<file path="config.mk">
export PLATFORM = sky130hd
export DESIGN_NAME = pff_sqrt
export DESIGN_NICKNAME = d
export VERILOG_FILES = /design/src/rtl/core/pff_sqrt.sv
export SDC_FILE = /design/constraint.sdc
export NUM_CORES = 2
export LEC_CHECK = 0
export ABC_CLOCK_PERIOD_IN_PS = 2600
export BUFFER_PORTS_ARGS = -buffer_cell sky130_fd_sc_hd__buf_2
export CORE_MARGIN = 3
export CORE_UTILIZATION = 44
export CTS_BUF_LIST = sky130_fd_sc_hd__clkbuf_4 sky130_fd_sc_hd__clkbuf_8
export DETAILED_ROUTE_END_ITERATION = 12
export MAX_ROUTING_LAYER = met4
export PLACE_DENSITY = 0.63
export REMOVE_ABC_BUFFERS = 1
export SLEW_MARGIN = 40
export SYNTH_ARGS = -nofsm -noshare
export SYNTH_HDL_FRONTEND = slang
export SYNTH_SLANG_ARGS = --single-unit
</file>
<file path="constraint.sdc">
create_clock -name clk -period 2.6 [get_ports clk]
set_input_delay 0.26 -clock clk [delete_from_list [all_inputs] [get_ports clk]]
set_output_delay 0.26 -clock clk [all_outputs]
set_load 0.05 [all_outputs]
</file>
<file path="src/rtl/core/pff_sqrt.sv">
// Pipelined integer square root, one root bit per stage, with a carried sideband.
module pff_sqrt #(
  parameter int RW = 44,
  parameter int SW = 1
) (
  input  logic          clk,
  input  logic          rst,
  input  logic          in_vld,
  input  logic [RW-1:0] rad,
  input  logic [SW-1:0] in_side,
  output logic          out_vld,
  output logic [RW/2-1:0] root,
  output logic [SW-1:0] out_side
);
  localparam int N    = RW / 2;
  localparam int REMW = N + 2;

  logic            vld [N+1];
  logic [REMW-1:0] rm  [N+1];
  logic [N-1:0]    rt  [N+1];
  logic [RW-1:0]   rd  [N+1];
  logic [SW-1:0]   sd  [N+1];

  assign vld[0] = in_vld;
  assign rm[0]  = '0;
  assign rt[0]  = '0;
  assign rd[0]  = rad;
  assign sd[0]  = in_side;

  for (genvar i = 0; i < N; i++) begin : g_stage
    logic [REMW-1:0] cur;
    logic [REMW-1:0] trial;
    // remainder stays below 2^N before the last stage, so its top bits drop
    assign cur   = {rm[i][REMW-3:0], rd[i][RW-1 -: 2]};
    assign trial = {rt[i], 2'b01};

    always_ff @(posedge clk) begin
      if (rst) begin
        vld[i+1] <= 1'b0;
      end else begin
        vld[i+1] <= vld[i];
      end
    end

    always_ff @(posedge clk) begin
      if (cur >= trial) begin
        rm[i+1] <= cur - trial;
        rt[i+1] <= {rt[i][N-2:0], 1'b1};
      end else begin
        rm[i+1] <= cur;
        rt[i+1] <= {rt[i][N-2:0], 1'b0};
      end
      rd[i+1] <= rd[i] << 2;
      sd[i+1] <= sd[i];
    end
  end

  assign out_vld  = vld[N];
  assign root     = rt[N];
  assign out_side = sd[N];

endmodule

</file>
==> impl_metrics.json <==
{
  "final_cell_mix": "dfxtp_1, inv_1, buf_4",
  "crit_path_end": "g_stage[5].cur[21]$_DFF_P_",
  "cp.arrival_ns": 3.30,
  "core_mm2": 0.0940,
  "drcViolationCount": 0,
  "die-area_mm2": 0.0992,
  "area_growth_pct": 24.7,
  "layout_commonest_cell": "dfxtp_1",
  "drive_gt1_frac": 0.213,
  "synth_cell_types": 81,
  "die_h_um": 315,
  "num_rows": 112,
  "vdd_drop_max_mv": 0.684,
  "grt_first_pass_wirelength_mm": 136,
  "syn_avg_cell_area_um2": 10.5,
  "min-delay-start": "rad[26]",
  "grt_usage": 0.170,
  "critPathLaunch": "g_stage[4].trial[2]$_DFF_P_",
  "place_hpwl_mm": 59.3,
  "fin_crit_sh": 0.990,
  "slowest_delay_ns": 0.34,
  "post_drt_wl_per_cell_um": 13.9,
  "final-max-slew-violation-count": 0,
  "worstPathMaxFanout": 3,
  "ys_seq_elements": 1184,
  "tritoncts": "yes",
  "synth_flop_cell": "dfxtp_1",
  "cts.path.max_buffers": 3,
  "status": "finished clean",
  "netlist_area_mm2": 0.0420,
  "fp.dieW_um": 315,
  "cts_sinks": 1184,
  "cp.required_ns": 3.33,
  "total_leakage_power_nw": 24.8,
  "first_pass_iters": 5,
  "powerDensity_mw_per_mm2": 967,
  "fmax_mhz": 388,
  "r2r_end": "g_stage[5].cur[21]$_DFF_P_",
  "critical_path.cell_chain": "inv_2 -> ha_4 -> nand4_1 -> nor3_2 -> and4b_1 -> and2_4 -> a2111oi_4 -> buf_4 -> nand2_4 -> nor4_4 -> xor2_1",
  "rr_worst_depth": 11,
  "post-route-util": 0.557,
  "grt_pass1_vias": 28400,
  "ant_nets": 0,
  "grt_start_max_net_pins": 31,
  "reg2reg_setup_slack_ns": 0.03,
  "finalSetupViolCount": 0,
  "synthDominantCellAreaShare": 0.564,
  "endpoint_kind": "register",
  "async_flop_share": 0,
  "whs_ns": 0.0959,
  "ys_top_cells_by_area": "dfxtp_1, ha_1, xnor2_1, xor2_1, inv_1",
  "initial_core_util": 0.447,
  "portBuffers": 71,
  "ys_seq_area_frac": 0.564,
  "clock_latency_ns": 0.84,
  "rsz0062_at_grt": "true",
  "first_iter_violations": 1554,
  "period_needed_ns": 2.57,
  "start_kind": "register",
  "n_fill_cell": 8126,
  "via_count": 29200,
  "cap_violations": 0,
  "worstHoldPathType": "input pin to register",
  "cts-root-buf": "clkbuf_8",
  "yosysTopAreaCell": "dfxtp_1",
  "path_class": "register to register",
  "wl_mm": 83.8,
  "gp_congestion": 0.876,
  "grt.overflow.total": 0,
  "viasPerCell": 4.84,
  "synth_edf_count": 0,
  "skew_ns": 0.0532,
  "htree_levels": 4,
  "synth_warnings": 0,
  "pin_count": 72,
  "slew_headroom": 0.584,
  "slowest_stage": "nor4_4",
  "clk_pin_slew_ns": 0.06,
  "hold_viol": 0,
  "r2r_start": "g_stage[4].trial[2]$_DFF_P_",
  "synth_cells": 4018,
  "cts_made_buffers": 183,
  "worstMarginPinSlew_ns": 0.618,
  "layout.nets": 4947,
  "antenna_found_initial": 2
}
-- cells by family after synthesis --
group / share of synthesized area
DFF: 0.564
AOI/OAI and AO/OA: 0.124
other: 0.0000893
and+or+nand+nor: 0.116
xor gates and xnor gates: 0.0648
muxes: 0.0131
adders and majority gates: 0.0819
buffers and inverters: 0.0361
-- how the worst min path moves through the flow --
stage,cells after the start,slack [ns],end
2_1_floorplan,0,0.29,g_stage[1].cur[0]$_DFF_P_
3_3_place_gp,0,0.31,rd[429]$_DFF_P_
3_5_place_dp,0,0.31,sd[4]$_DFF_P_
4_1_cts,2,0.001,rd[954]$_DFF_P_
5_1_grt,2,0.03,rd[944]$_DFF_P_
6_report,2,0.1,rd[952]$_DFF_P_
-- per-stage QoR --
stage / worst slack [ns] / area [um^2] / setup TNS [ns] / std cells / power (mW)
3_3_place_gp: -0.0410 / 46000 / -0.212 / 5563 / 33.5
3_5_place_dp: -0.158 / 46000 / -2.02 / 5563 / 33.7
5_1_grt: -0.0791 / 52400 / -0.516 / 6027 / 53.7
2_1_floorplan: -1.52 / 41800 / -122.35 / 3956 / 30.1
6_report: 0.0251 / 52400 / 0 / 6027 / 50.6
4_1_cts: 0.00181 / 51100 / 0 / 5988 / 50.6
-- final cells by class --
cell class,instances,area (um^2),share of cell area
Sequential cell,1184,23700,0.453
Antenna cell,1,2.50,0.0000478
Clock buffer,283,3590,0.0685
Clock inverter,50,495,0.00946
Inverter,338,1270,0.0243
Tap cell,1254,1570,0.0300
Timing Repair Buffer,482,3860,0.0737
Multi-Input combinational cell,2435,17900,0.341
-- sequential cells by signal, indices dropped and copies added (netlist names) --
signal	flops
g_stage.cur	467
root	22
g_stage.trial	231
out_side	1
rd	420
out_vld	1
vld	21
sd	21
-- critical path: cells and delay by family (launching register included) --
family	cells	cell delay (ns)
buf+inv	2	0.23
simple gates	6	1.20
flops	1	0.33
xor+xnor	1	0.16
fa+ha+maj	1	0.26
compound gates	1	0.33
-- cells in the mapped netlist (9+ instances only) --
cell type	instances
a21o_1	99
a21oi_1	228
o21ai_0	217
inv_1	337
nand2b_1	40
nor2_1	223
a211oi_1	16
nor2b_1	59
o21a_1	70
nor4_1	40
or3_1	34
mux2i_1	9
nor3_1	106
and3_1	22
clkbuf_1	52
or2_2	27
and2_1	15
nand3_1	58
xnor2_1	156
dfxtp_1	1184
a31oi_1	30
and4_1	10
o21bai_1	14
a211o_1	11
mux2_2	41
ha_1	275
o31ai_1	36
nand4_1	34
or4_1	12
xor2_1	155
o2111ai_1	9
o211ai_1	23
nand2_1	242
-- routing by layer --
layer,up-vias,part of all wire,track usage
met4,0,0.022,0.0583
li1,15000,-,-
met3,160,0.054,0.0367
met5,-,0,-
met2,576,0.43,0.254
met1,13400,0.49,0.228
-- where the power goes --
group | internal (mW) | switching, mW | leakage [nW] | total [mW]
registers | 21.2 | 2.10 | 9.90 | 23.3
logic | 5.37 | 5.56 | 12.7 | 10.9
clock network | 9.24 | 7.15 | 2.18 | 16.4
total | 35.8 | 14.8 | 24.8 | 50.6
-- repair_timing --
action                     CTS  global route
buffers inserted             8            32
hold endpoints to repair    68             0
gates resized for setup     37           219
hold buffers                83             0
setup endpoints to repair   48           215
pin swaps                   21            62
cloned                       1             6
(Power assumes the default switching activity.)
